`config.mk`:
```
export PLATFORM = sky130hd
export DESIGN_NAME = rtcp_compound_packet_validator_unit_flat
export DESIGN_NICKNAME = d
export VERILOG_FILES = /design/src/sv/rcpv_pkg.sv /design/src/sv/rcpv_in_if.sv /design/src/sv/rcpv_out_if.sv /design/src/sv/rcpv_parser.sv /design/src/sv/rtcp_compound_packet_validator_unit.sv /design/src/flat_wrapper.sv
export SDC_FILE = /design/constraint.sdc
export NUM_CORES = 1
export LEC_CHECK = 0
export ABC_AREA = 1
export BUFFER_PORTS_ARGS = -buffer_cell sky130_fd_sc_hd__buf_2
export CORE_MARGIN = 4
export CORE_UTILIZATION = 55
export DETAILED_ROUTE_END_ITERATION = 10
export GPL_ROUTABILITY_DRIVEN = 0
export HOLD_SLACK_MARGIN = 0.06
export PLACE_DENSITY = 0.76
export SLEW_MARGIN = 20
export SYNTH_ARGS = -nofsm -noshare
export SYNTH_HDL_FRONTEND = slang
export SYNTH_SLANG_ARGS = --single-unit
```
`constraint.sdc`:
```
create_clock -name i_clk -period 1.8 [get_ports i_clk]
set_input_delay 0.36 -clock i_clk [delete_from_list [all_inputs] [get_ports i_clk]]
set_output_delay 0.36 -clock i_clk [all_outputs]
set_load 0.01 [all_outputs]
```
`src/sv/rcpv_pkg.sv`:
```
`timescale 1ns / 1ps
`default_nettype none
// ----------------------------------------------------------------------------
// rcpv_pkg
// Shared constants and types for the RTCP compound packet validator.
// ----------------------------------------------------------------------------
package rcpv_pkg;

    localparam int unsigned BODY_W = 19;

    localparam logic [1:0] VERSION_RTP = 2'd2;
    localparam logic [1:0] VERSION_ALT = 2'd1;
    localparam logic [7:0] PAD_BIT     = 8'h20;
    localparam logic [7:0] TYPE_SR     = 8'd200;
    localparam logic [7:0] TYPE_RR     = 8'd201;
    localparam logic [7:0] TYPE_BYE    = 8'd203;

    // position of a byte within a subpacket header
    localparam logic [1:0] HDR_FLAGS   = 2'd0;
    localparam logic [1:0] HDR_TYPE    = 2'd1;
    localparam logic [1:0] HDR_LEN_HI  = 2'd2;
    localparam logic [1:0] HDR_LEN_LO  = 2'd3;

    typedef struct packed {
        logic [7:0] packet_byte;
        logic       last_byte;
    } t_in_item;

    typedef struct packed {
        logic packet_valid;
        logic has_bye;
    } t_result;

endpackage : rcpv_pkg
`default_nettype wire

```
`src/sv/rcpv_in_if.sv`:
```
`timescale 1ns / 1ps
`default_nettype none
// ----------------------------------------------------------------------------
// rcpv_in_if
// Byte request channel: one packet byte and its end-of-packet mark.
// ----------------------------------------------------------------------------
interface rcpv_in_if;
    logic       valid;
    logic       ready;
    logic [7:0] packet_byte;
    logic       last_byte;

    modport source (output valid, output packet_byte, output last_byte, input ready);
    modport sink   (input valid, input packet_byte, input last_byte, output ready);
endinterface : rcpv_in_if
`default_nettype wire

```
`src/sv/rcpv_out_if.sv`:
```
`timescale 1ns / 1ps
`default_nettype none
// ----------------------------------------------------------------------------
// rcpv_out_if
// Verdict channel: one request per compound packet.
// ----------------------------------------------------------------------------
interface rcpv_out_if;
    logic valid;
    logic ready;
    logic packet_valid;
    logic has_bye;

    modport source (output valid, output packet_valid, output has_bye, input ready);
    modport sink   (input valid, input packet_valid, input has_bye, output ready);
endinterface : rcpv_out_if
`default_nettype wire

```
`src/sv/rcpv_parser.sv`:
```
`timescale 1ns / 1ps
`default_nettype none
// ----------------------------------------------------------------------------
// rcpv_parser
// Subpacket walker: header checks, body byte count and the verdict on the
// final byte of a packet.
// ----------------------------------------------------------------------------
module rcpv_parser
    import rcpv_pkg::*;
(
    input  wire logic     i_clk,
    input  wire logic     i_rst_n,
    input  wire logic     i_fire,
    input  wire t_in_item i_item,
    output t_result       o_result
);

    logic [1:0]        r_hdr_idx,  n_hdr_idx;
    logic              r_in_hdr,   n_in_hdr;
    logic              r_first,    n_first;
    logic [7:0]        r_len_hi,   n_len_hi;
    logic [BODY_W-1:0] r_body_left, n_body_left;
    logic              r_err,      n_err;
    logic              r_bye,      n_bye;

    logic [1:0]        c_ver;
    logic [BODY_W-1:0] c_body_dec;
    logic [BODY_W-1:0] c_body_new;
    logic              c_boundary;
    logic              c_ok;

    assign c_ver      = i_item.packet_byte[7:6];
    assign c_body_dec = r_body_left - BODY_W'(1);
    assign c_body_new = {1'b0, r_len_hi, i_item.packet_byte, 2'b00};

    always_comb begin
        n_hdr_idx   = r_hdr_idx;
        n_in_hdr    = r_in_hdr;
        n_first     = r_first;
        n_len_hi    = r_len_hi;
        n_body_left = r_body_left;
        n_err       = r_err;
        n_bye       = r_bye;

        if (r_in_hdr) begin
            unique case (r_hdr_idx)
                HDR_FLAGS: begin
                    if (r_first) begin
                        if ((c_ver != VERSION_RTP && c_ver != VERSION_ALT) ||
                            (i_item.packet_byte & PAD_BIT) != 8'h00) begin
                            n_err = 1'b1;
                        end
                    end else if (c_ver != VERSION_RTP) begin
                        n_err = 1'b1;
                    end
                    n_hdr_idx = HDR_TYPE;
                end
                HDR_TYPE: begin
                    if (r_first && i_item.packet_byte != TYPE_SR &&
                        i_item.packet_byte != TYPE_RR) begin
                        n_err = 1'b1;
                    end
                    if (i_item.packet_byte == TYPE_BYE) begin
                        n_bye = 1'b1;
                    end
                    n_hdr_idx = HDR_LEN_HI;
                end
                HDR_LEN_HI: begin
                    n_len_hi  = i_item.packet_byte;
                    n_hdr_idx = HDR_LEN_LO;
                end
                default: begin
                    n_body_left = c_body_new;
                    n_first     = 1'b0;
                    n_hdr_idx   = HDR_FLAGS;
                    // zero length: no body, next byte opens a header
                    if (c_body_new != '0) begin
                        n_in_hdr = 1'b0;
                    end
                end
            endcase
        end else begin
            n_body_left = c_body_dec;
            if (c_body_dec == '0) begin
                n_in_hdr  = 1'b1;
                n_hdr_idx = HDR_FLAGS;
            end
        end
    end

    assign c_boundary = n_in_hdr && (n_hdr_idx == HDR_FLAGS) && !n_first;
    assign c_ok       = c_boundary && !n_err;

    always_comb begin
        o_result.packet_valid = c_ok;
        o_result.has_bye      = c_ok && n_bye;
    end

    always_ff @(posedge i_clk) begin
        if (!i_rst_n) begin
            r_hdr_idx   <= HDR_FLAGS;
            r_in_hdr    <= 1'b1;
            r_first     <= 1'b1;
            r_len_hi    <= '0;
            r_body_left <= '0;
            r_err       <= 1'b0;
            r_bye       <= 1'b0;
        end else if (i_fire) begin
            if (i_item.last_byte) begin
                // clear for the next packet
                r_hdr_idx   <= HDR_FLAGS;
                r_in_hdr    <= 1'b1;
                r_first     <= 1'b1;
                r_len_hi    <= '0;
                r_body_left <= '0;
                r_err       <= 1'b0;
                r_bye       <= 1'b0;
            end else begin
                r_hdr_idx   <= n_hdr_idx;
                r_in_hdr    <= n_in_hdr;
                r_first     <= n_first;
                r_len_hi    <= n_len_hi;
                r_body_left <= n_body_left;
                r_err       <= n_err;
                r_bye       <= n_bye;
            end
        end
    end

endmodule : rcpv_parser
`default_nettype wire

```
`src/sv/rtcp_compound_packet_validator_unit.sv`:
```
`timescale 1ns / 1ps
`default_nettype none
// ----------------------------------------------------------------------------
// rtcp_compound_packet_validator_unit
// Checks compound RTCP packets byte by byte and reports one verdict each.
//
// i_in carries one packet byte per request, last_byte set on the final byte.
// o_out carries one verdict per packet (packet_valid, has_bye), issued for
// the request that held the final byte.
// A byte lands in an input register and is parsed from there; if it ends a
// packet, its verdict is loaded into the output register that drives o_out.
// One byte is taken every cycle unless a final byte waits for the verdict
// slot; the rate is set by the single parse step per byte.
// Reset returns the parser to the start of a packet and empties both
// registers. When o_out stalls with a verdict held, bytes that end no packet
// still flow; a final byte waits in the input register until the verdict
// slot frees, and i_in.ready drops while it waits.
// ----------------------------------------------------------------------------
module rtcp_compound_packet_validator_unit
    import rcpv_pkg::*;
(
    input  wire logic i_clk,
    input  wire logic i_rst_n,
    rcpv_in_if.sink   i_in,
    rcpv_out_if.source o_out
);

    logic     r_in_valid;
    t_in_item r_in_item;
    logic     r_out_valid;
    t_result  r_out;

    logic     c_out_free;
    logic     c_fire;
    t_result  c_result;

    assign c_out_free = !r_out_valid || o_out.ready;
    // a byte that ends no packet never needs the output slot
    assign c_fire     = r_in_valid && (!r_in_item.last_byte || c_out_free);
    assign i_in.ready = !r_in_valid || c_fire;

    rcpv_parser u_parser (
        .i_clk    (i_clk),
        .i_rst_n  (i_rst_n),
        .i_fire   (c_fire),
        .i_item   (r_in_item),
        .o_result (c_result)
    );

    always_ff @(posedge i_clk) begin
        if (!i_rst_n) begin
            r_in_valid <= 1'b0;
        end else if (i_in.ready) begin
            r_in_valid <= i_in.valid;
        end
    end

    always_ff @(posedge i_clk) begin
        if (i_in.ready && i_in.valid) begin
            r_in_item.packet_byte <= i_in.packet_byte;
            r_in_item.last_byte   <= i_in.last_byte;
        end
    end

    always_ff @(posedge i_clk) begin
        if (!i_rst_n) begin
            r_out_valid <= 1'b0;
        end else if (c_fire && r_in_item.last_byte) begin
            r_out_valid <= 1'b1;
        end else if (o_out.ready) begin
            r_out_valid <= 1'b0;
        end
    end

    always_ff @(posedge i_clk) begin
        if (c_fire && r_in_item.last_byte) begin
            r_out <= c_result;
        end
    end

    assign o_out.valid        = r_out_valid;
    assign o_out.packet_valid = r_out.packet_valid;
    assign o_out.has_bye      = r_out.has_bye;

endmodule : rtcp_compound_packet_validator_unit
`default_nettype wire

```
`src/flat_wrapper.sv`:
```
// flat-port wrapper written by rule: the top's interface ports become plain ports
module rtcp_compound_packet_validator_unit_flat import rcpv_pkg::*;
  (i_clk, i_rst_n, i_in_valid, i_in_packet_byte, i_in_last_byte, i_in_ready, o_out_valid, o_out_packet_valid, o_out_has_bye, o_out_ready);
  rcpv_in_if i_in_i ();
  rcpv_out_if o_out_i ();
  input  wire logic i_clk;
  input  wire logic i_rst_n;
  input wire logic [$bits(i_in_i.valid)-1:0] i_in_valid;
  input wire logic [$bits(i_in_i.packet_byte)-1:0] i_in_packet_byte;
  input wire logic [$bits(i_in_i.last_byte)-1:0] i_in_last_byte;
  output wire logic [$bits(i_in_i.ready)-1:0] i_in_ready;
  output wire logic [$bits(o_out_i.valid)-1:0] o_out_valid;
  output wire logic [$bits(o_out_i.packet_valid)-1:0] o_out_packet_valid;
  output wire logic [$bits(o_out_i.has_bye)-1:0] o_out_has_bye;
  input wire logic [$bits(o_out_i.ready)-1:0] o_out_ready;
  assign i_in_i.valid = i_in_valid;
  assign i_in_i.packet_byte = i_in_packet_byte;
  assign i_in_i.last_byte = i_in_last_byte;
  assign i_in_ready = i_in_i.ready;
  assign o_out_valid = o_out_i.valid;
  assign o_out_packet_valid = o_out_i.packet_valid;
  assign o_out_has_bye = o_out_i.has_bye;
  assign o_out_i.ready = o_out_ready;
  rtcp_compound_packet_validator_unit u_core (.i_clk(i_clk), .i_rst_n(i_rst_n), .i_in(i_in_i), .o_out(o_out_i));
endmodule
```
---- After elaboration in Yosys (flattened, before gate mapping) ----
Index checks and enable logic that the tools add are counted.
storage, ports and cells
  input bits .............................. 13
  output and inout bits ................... 4
  register bits after elaboration ......... 46
  logic and storage cells ................. 82
operators by class
  mux-type cells .......................... 31
  reductions and logical operators ........ 29
  equal/unequal tests ..................... 8
  add/subtract/negate cells ............... 1
operators with widths
  kind                     number
  $mux W19                 3
  $mux W8                  3
  $mux W1                  20
  $logic_not A19 Y1        1
  $reduce_bool A19 Y1      1
  $sub A19 B1 Y19 const B  1
  $ne A8 B8 Y1 const B     2
  $logic_and A1 B1 Y1      10
  $eq A8 B8 Y1 const B     1
  $mux W2                  3
  $pmux W2 S3              1
  $reduce_bool A2 Y1       3
  $logic_not A1 Y1         5
  $logic_not A2 Y1         2
  $logic_or A1 B1 Y1       4
  $ne A3 B2 Y1 const B     1
  $reduce_and A3 Y1        1
  $reduce_or A3 Y1         1
  $eq A2 B1 Y1 const B     1
  $eq A2 B2 Y1 const B     1
  $ne A2 B1 Y1 const B     1
  $ne A2 B2 Y1 const B     1
  $pmux W1 S2              1
  $reduce_and A2 Y1        1

---- Logic depth before layout (Yosys ltp) ----
Gate-level depths: netlist of run 1.
  depth after elaboration ................. 10
  mapped depth ............................ 17
  mapped depth without buffers ............ 16

---- By module ----
From an unflattened synthesis of run 1, not the netlist that was laid out.
unflattened totals
  cells, all modules ...................... 397
  area total of the unflattened synthesis .. 2753.9 um^2
by module, submodules not included
  module                               times used  area an instance (um^2)  seq. area each (um^2)  cells an instance
  rcpv_parser                          1           2302.2                   660.6                  367
  rtcp_compound_packet_validator_unit  1           451.7                    370.4                  30

---- Worst setup path before layout of run 1 ----
OpenSTA, ideal clock, no wires.
  kind .................................... reg2reg
  start ................................... register u_core.u_parser.r_body_left[0]
  end ..................................... register u_core.r_out, in the netlist u_core.o_out.has_bye (data pin)
  buffers on the path ..................... 1
  setup slack ............................. -0.129 ns
  cell stages (with the launch flop) ...... 18
  required time ........................... 1.665 ns
  clock period less this slack ............ 1.929 ns
  arrival ................................. 1.794 ns
  setup time .............................. 0.135 ns
  path through ............................ dfxtp_1 inv_1 ha_1 buf_2 nand2_4 nor2_8 nand2_2 nand2_1 nand2_1 nor2_1 nand2_1 nor2_2 nand2_2 nand2_1 o21ai_2 nor2_1 nand2_1 nor2_2
RTL lines
  item                    RTL line                                   text
  from (decl)             rcpv_parser.sv:22                          logic [BODY_W-1:0] r_body_left, n_body_left;
  from (signal assigned)  rcpv_parser.sv:123                         r_body_left <= n_body_left;
  to (signal assigned)    rtcp_compound_packet_validator_unit.sv:77  r_out <= c_result;
  to (decl)               rtcp_compound_packet_validator_unit.sv:31  t_result r_out;

==> results of run 1 <==
worst max path at each step:
stage,to,cells after the start,from
floorplan,u_core.o_out.has_bye$_DFFE_PP_,17,u_core.u_parser.r_body_left[1]$_SDFFE_PN0P_
global placement,u_core.o_out.has_bye$_DFFE_PP_,15,u_core.u_parser.r_body_left[6]$_SDFFE_PN0P_
detailed placement,u_core.o_out.has_bye$_DFFE_PP_,15,u_core.u_parser.r_body_left[6]$_SDFFE_PN0P_
CTS,u_core.o_out.has_bye$_DFFE_PP_,16,u_core.u_parser.r_body_left[0]$_SDFFE_PN0P_
global route,u_core.o_out.has_bye$_DFFE_PP_,16,u_core.u_parser.r_body_left[3]$_SDFFE_PN0P_
finish,u_core.o_out.has_bye$_DFFE_PP_,16,u_core.u_parser.r_body_left[3]$_SDFFE_PN0P_
what timing repair did:
action | in CTS | in global routing
setup endpoints to repair | 5 | 12
pin swaps | 0 | 17
hold buffers | 0 | 0
resized for setup | 3 | 21
cloned | 1 | 0
setup buffers | 1 | 3
layout make-up:
| type | instances | area (um2) | area share (%) |
|---|---|---|---|
| Timing Repair Buffer | 53 | 387 | 11.8 |
| Inverter | 45 | 171 | 5.21 |
| Tap cell | 67 | 83.8 | 2.55 |
| Clock inverter | 2 | 13.8 | 0.418 |
| Multi-Input combinational cell | 288 | 1530 | 46.4 |
| Sequential cell | 46 | 1030 | 31.5 |
| Clock buffer | 6 | 72.6 | 2.21 |
worst register-to-register path: stages, from the launching register on:
cell and delay, ns:
dfxtp_2 0.33, buf_6 0.11, nor2_4 0.18, nand2_4 0.12, buf_12 0.14, nor2_4 0.14, nand3b_1 0.11, nand2_2 0.09
nor2_1 0.05, nand2_1 0.07, nor2_2 0.05, nand2_2 0.10, nand3_2 0.09, nand2_2 0.10, nor2_2 0.05, nand2_2 0.07
nor2_2 0.03
flip-flops by register name, summed over array words and instances (netlist names):
register,flops
u_core.r_in_item,9
u_core.u_parser.r_in_hdr,1
u_core.u_parser.r_body_left,19
u_core.o_out.has_bye,1
u_core.u_parser.r_err,1
u_core.o_out.valid,1
u_core.u_parser.r_len_hi,8
u_core.u_parser.r_hdr_idx,2
u_core.u_parser.r_first,1
u_core.o_out.packet_valid,1
u_core.u_parser.r_bye,1
u_core.r_in_valid,1
per-layer routing:
metal / global-route usage, % / up-vias / wire (um)
met5: 0 / - / 0
met4: 7.69 / 0 / 125
met3: 3.71 / 13 / 394
met2: 38.1 / 97 / 3150
met1: 29.7 / 1203 / 3000
li1: - / 1359 / -
Yosys cell counts (all sizes together):
cell	count
buf	3
a21oi	43
nor4	2
or2	1
inv	45
nor2	53
a211oi	3
nand3b	6
xnor2	1
nand2	115
ha	9
nor3	2
nand3	18
o21ai	26
nor4b	1
clkbuf	10
dfxtp	35
edfxtp	11
a31oi	2
nand4	5
cell families (layout without fill, tap and decap cells):
logic type | Yosys count | after routing | share of synthesized area (%)
AOI/OAI and AO/OA | 74 | 74 | 14.3
and+or+nand+nor | 203 | 204 | 34.7
buffers and inverters | 58 | 106 | 8.23
adders and majority gates | 9 | 9 | 4.19
xor gates and xnor gates | 1 | 1 | 0.326
DFF | 46 | 46 | 38.3
power by group:
| part | total (W) | internal, W | switching (W) |
|---|---|---|---|
| clock | 0.000638 | 0.000275 | 0.000363 |
| sequential | 0.00112 | 0.00109 | 0.0000307 |
| combinational | 0.000614 | 0.000261 | 0.000353 |
| total | 0.00237 | 0.00163 | 0.000747 |
through the flow:
step	instance area, um2	utilization, %	setup TNS (ns)	total power [W]
2_1_floorplan	2720	-	0	0.00151
3_5_place_dp	3090	65.3	-0.378	0.00169
6_report	3290	69.6	-0.848	0.00237
3_3_place_gp	3090	65.3	-0.301	0.00168
4_1_cts	3200	67.7	-0.258	0.00234
5_1_grt	3290	69.6	-1.48	0.00253
==> out/results.ini, run 1 <==
[outcome]
status = finished with violations
violations = setup timing

[yosys]
synth_seq_cells = 46
synthCells = 391
yosysSeqAreaShare_pct = 38.3
synth.avg_cell_area_um2 = 6.88
synth_top_area_share_pct = 26.0
synth_cell_types = 28
synth_fp_nets = 413
syn_area_um2 = 2690
yosys-top-cells-area = dfxtp_1 26%, nand2_1 15%, edfxtp_1 12%, a21oi_1 8.0%, inv_1 6.3%
ys_warn_count = 0
yosys.area.top_type = dfxtp_1

[placement]
dpl.hpwl_um = 4890
pre_cts_slack_ns = -0.164
dp_cells = 494
port_buffers = 16

[finish]
area_growth_pct = 22.3
drive_above_1_share_pct = 24.5
final_cell_mix = 100 x nand2_1, 42 x inv_1, 42 x a21oi_1, 36 x nor2_1, 34 x buf_4
final_common_cell = nand2_1
n_antenna_cell = 0
fin_cells = 507
nNetsFinal = 461
fill_cells = 399

[timing]
setup_ws_ns = -0.260
relSlewSlack_pct = 69.8
fmax_mhz = 485
timing.final.crit_share_pct = 114
setup_viol = 5
maxSlewViolCount = 0
hold_viol = 0
fin_worst_skew_ns = 0.00928
hold_slack_ns = 0.231
tightestPinTransition_ns = 0.447
finalCriticalPeriod_ns = 2.06
rsz0062_at_grt = true

[setup_path]
r2r_end = u_core.o_out.has_bye$_DFFE_PP_
worst-setup-path-type = flip-flop to flip-flop
crit_fanout = 5
crit_top_cell = nand2_2
cpPeakStageDelay_ns = 0.33
cp_cell_sequence = buf_6 > nor2_4 > nand2_4 > buf_12 > nor2_4 > nand3b_1 > nand2_2 > nor2_1 > nand2_1 > nor2_2 > nand2_2 > nand3_2 > nand2_2 > nor2_2 > nand2_2 > nor2_2
slowest_stage = dfxtp_2
path_buf_inv = 2
critPathLaunchType = flip-flop
ff2ff_path_depth = 16
rr_startpoint = u_core.u_parser.r_body_left[3]$_SDFFE_PN0P_
cp_top_family = simple AND/OR/NAND/NOR gates
critPathRequiredTime_ns = 1.87
cp.arrival_ns = 2.13
endpoint_kind = flip-flop
reg2reg_slack_ns = -0.26

[grt]
grt_pass1_vias = 2485
track_usage_pct = 22.7
antenna_found_initial = 0
grt_first_pass_wirelength_um = 11000
grt-ovfl-total = 0
grt_max_degree = 30

[clock_network]
cts_buffers = 5
cts_sinks = 46
clock-root-buffer = clkbuf_8
clock_latency_ns = 0.30
cts_buffer_depth = 2
clk_pin_slew_ns = 0.08
cts_tree = yes
htreeDepth = 2

[power]
peakVddDrop_mv = 0.516
p_leak_nw = 1.48
pwr_density_cell_nw_per_um2 = 722

[route]
wl_per_cell_um = 13.1
vias_per_cell = 5.27
drc = 0
routed_wl_um = 6670
drtPass1Iterations = 4
vias = 2672
postRouteAntennaNets = 0
drt_iter0_markers = 200

[floorplanning]
die_area_um2 = 6070
fp.dieW_um = 77.9
rows = 25
core_um2 = 4720
start_util_pct = 57.0
io_pins = 17
die_h_um = 77.9

[worst_hold_path]
holdPathStages = 1
hold_path.startpoint = i_in_packet_byte[7]
hold_path.class = input port to flip-flop
holdPathEnd = u_core.r_in_item[8]$_DFFE_PP_

[job]
max_cap_violations = 0

No activity file was read; power rests on OpenSTA's default activity.
==> inputs of run 2 (changes only) <==
--- a/config.mk
+++ b/config.mk
@@ -16,4 +16,5 @@
 export SLEW_MARGIN = 20
 export SYNTH_ARGS = -nofsm -noshare
 export SYNTH_HDL_FRONTEND = slang
+export SYNTH_HIERARCHICAL = 1
 export SYNTH_SLANG_ARGS = --single-unit
==> run 2 against run 1 <==
The flow still finishes with violations (setup timing). Sequential share of layout area down 3.3 points. Cell count up 7.5%. Combinational power up 9.9%. Setup slack better by 0.059 ns. Maximum frequency up 3.0%. Hold slack better by 0.0034 ns. Critical path type unchanged. Critical endpoint is now u_core/o_out.has_bye$_DFFE_PP_. Largest power group unchanged. Highest routed layer unchanged.
==> out/results.ini, run 2 <==
[yosys]
ys.flop_type = dfxtp_1
synth_common_cells = 118 x nand2_1, 49 x inv_1, 37 x a21oi_1, 37 x nor2_1, 35 x dfxtp_1
synth_edf_count = 11  ; unchanged
yosysSeqAreaShare_pct = 37.4  ; -0.89 points
synth_top_area_share_pct = 25.4  ; -0.60 points
synth_fp_nets = 419  ; +1.5%
syn_area_um2 = 2750  ; +2.4%
synthArstFlopShare_pct = 0  ; unchanged
synth_cell_types = 34  ; +21%
synth.avg_cell_area_um2 = 6.94  ; +0.82%
yosys-top-cells-area = dfxtp_1 25%, nand2_1 16%, edfxtp_1 12%, a21oi_1 6.7%, inv_1 6.7%
synth_seq_cells = 46  ; unchanged
synth.most_common_cell = nand2_1
yosys.area.top_type = dfxtp_1
ys_warn_count = 6  ; +6
synthCells = 397  ; +1.5%

[finish]
final_common_cell = nand2_1
final_core_util_pct = 77.0  ; +7.4 points
fin_cells = 545  ; +7.5%
nNetsFinal = 499  ; +8.2%
reg_top3 = u_core/u_parser/r_body_left x19, u_core/r_in_item x9, u_core/u_parser/r_len_hi x8
final_cell_mix = 110 x nand2_1, 63 x buf_4, 42 x inv_1, 34 x a21oi_1, 32 x dfxtp_1
n_antenna_cell = 0  ; unchanged
largest_reg_flops = 19  ; unchanged
area_growth_pct = 33.8
drive_above_1_share_pct = 32.8  ; +8.3 points
regMostFlops = u_core/u_parser/r_body_left

[setup_path]
critPathLaunchType = flip-flop
r2r_end = u_core/o_out.has_bye$_DFFE_PP_
worst-setup-path-type = flip-flop to flip-flop
endpoint_kind = flip-flop
reg2reg_slack_ns = -0.20  ; +0.06 ns
crit_fanout = 7  ; +2
rr_startpoint = u_core/u_parser/r_body_left[7]$_SDFFE_PN0P_
cp.arrival_ns = 2.17  ; +0.04 ns
critPathRequiredTime_ns = 1.97  ; +0.10 ns
ff2ff_path_depth = 13  ; -3

[clock_network]
cts_sinks = 46  ; unchanged
cts_tree = yes
cts_buffer_depth = 2  ; unchanged
cts_buffers = 5  ; unchanged
clock_latency_ns = 0.30  ; about the same
clock-root-buffer = clkbuf_8
clk_pin_slew_ns = 0.09  ; about the same
htreeDepth = 2  ; unchanged
hold_buffers = 0  ; unchanged

[outcome]
status = finished with violations
violations = setup timing

[worst_hold_path]
hold_path.startpoint = i_in_packet_byte[2]
hold_path.class = input port to flip-flop
holdPathEnd = u_core/r_in_item[3]$_DFFE_PP_
holdPathStages = 1  ; unchanged

[timing]
fin_worst_skew_ns = 0.00830  ; -0.000987 ns
fin_tns_setup_ns = -0.748  ; +0.0993 ns
timing.final.crit_share_pct = 111  ; -3.3 points
finalCriticalPeriod_ns = 2.00  ; -0.0594 ns
tightestPinTransition_ns = 0.538  ; +0.0914 ns
setup_ws_ns = -0.201  ; +0.0594 ns
hold_viol = 0  ; unchanged
hold_slack_ns = 0.234  ; +0.00335 ns
maxSlewViolCount = 0  ; unchanged
rsz0062_at_grt = true
relSlewSlack_pct = 63.8  ; -6.0 points
setup_viol = 6  ; +1
fmax_mhz = 500  ; +3.0%

[route]
drt_iter0_markers = 236  ; +18%
wl_per_cell_um = 14.9  ; +13%
vias_per_cell = 5.56  ; +5.5%
drc = 0  ; unchanged
vias = 3030  ; +13%
routed_wl_um = 8130  ; +22%
postRouteAntennaNets = 0  ; unchanged
drtPass1Iterations = 5  ; +1

[floorplanning]
start_util_pct = 57.5  ; +0.59 points
fp.dieW_um = 78.8  ; +1.1%
die_area_um2 = 6200  ; +2.1%
core_um2 = 4790  ; +1.3%
io_pins = 17  ; unchanged
die_h_um = 78.8  ; +1.1%
rows = 25  ; unchanged

[power]
peakVddDrop_mv = 0.543  ; +5.4%
p_total_w = 0.00257  ; +8.2%
p_leak_nw = 1.68  ; +13%
pwr_density_cell_nw_per_um2 = 697  ; -3.5%

[placement]
dp_cells = 518  ; +4.9%
dpl.hpwl_um = 5390  ; +10%
port_buffers = 16  ; unchanged

[job]
max_cap_violations = 0  ; unchanged

[grt]
antenna_found_initial = 0  ; unchanged
track_usage_pct = 26.2  ; +3.5 points
grt_first_pass_wirelength_um = 12900  ; +17%
grt-ovfl-total = 0  ; unchanged
grt_pass1_vias = 2811  ; +13%
grt_max_degree = 24  ; -20%

## run 2: cell types whose count changed after synthesis, sizes merged, moves of 2 or more
cell	delta
a31o	+2
nor2	-2
o21bai	+3
a21oi	-5
inv	+4
a31oi	-2
o21ai	-8
nand2	+12
o211ai	+6
## run 2: logic make-up after synthesis
family / share of synthesized area (%)
flops: 37.4
xor+xnor: 0.318
simple gates: 34.9
compound gates: 14.7
buf+inv: 8.50
fa+ha+maj: 4.09
## run 2: routing by layer
metal | part of all wire (%) | up-vias | global-route usage, % | wire length, um
li1 | - | 1441 | - | -
met1 | 39 | 1386 | 31.2 | 3180
met3 | 7.8 | 37 | 4.76 | 636
met5 | 0 | - | 0 | 0
met2 | 48 | 166 | 46.1 | 3910
met4 | 5.1 | 0 | 11.0 | 412
## run 2: repair_timing
action,in CTS,in global routing
gates cloned,0,1
resized for setup,15,32
buffers inserted,12,6
pin swaps,16,6
setup endpoints to repair,7,24
## run 2: worst max path at each step
stage / from / endpoint / slack [ns]
after global placement: u_core/u_parser/r_body_left[8]$_SDFFE_PN0P_ / u_core/o_out.has_bye$_DFFE_PP_ / -0.14
after CTS: u_core/u_parser/r_body_left[1]$_SDFFE_PN0P_ / u_core/o_out.has_bye$_DFFE_PP_ / -0.13
after floorplan: u_core/u_parser/r_body_left[0]$_SDFFE_PN0P_ / u_core/o_out.packet_valid$_DFFE_PP_ / -0.07
after detailed placement: u_core/u_parser/r_body_left[8]$_SDFFE_PN0P_ / u_core/o_out.has_bye$_DFFE_PP_ / -0.18
after global routing: u_core/u_parser/r_body_left[1]$_SDFFE_PN0P_ / u_core/o_out.has_bye$_DFFE_PP_ / -0.33
final: u_core/u_parser/r_body_left[7]$_SDFFE_PN0P_ / u_core/o_out.has_bye$_DFFE_PP_ / -0.20
## run 2: through the flow
stage	setup WS [ns]	cell area (um2)
floorplan	-0.0736	2790
global placement	-0.141	3280
detailed placement	-0.180	3280
CTS	-0.127	3520
global route	-0.333	3690
finish	-0.201	3690
## run 2: critical path, cell delays in order, from the launching register on
cell and delay (ns):
dfxtp_1 0.37, nor2_2 0.17, nand2_4 0.12, nor2_8 0.20, nand2_4 0.10, o21ai_4 0.15
nand3_2 0.10, nor2_2 0.12, nand2_2 0.11, nand2_2 0.09, nand3_2 0.09, nor2_4 0.11
nand2_2 0.07, nor2_2 0.08
## run 2: cell type report
cell class              instances  area (um2)
clock buffers                   6        72.6
clock inverters                 2        33.8
fillers                       330        1100
inverters                      50         193
multi-input cells             291        1660
flip-flops and latches         46        1040
well taps                      67        83.8
repair buffers                 83         607
## run 2: power breakdown
group | internal (W) | switching (W) | leakage [nW]
Clock | 0.000411 | 0.000361 | 0.0528
Sequential | 0.00109 | 0.0000337 | 0.394
Combinational | 0.000304 | 0.000371 | 1.24
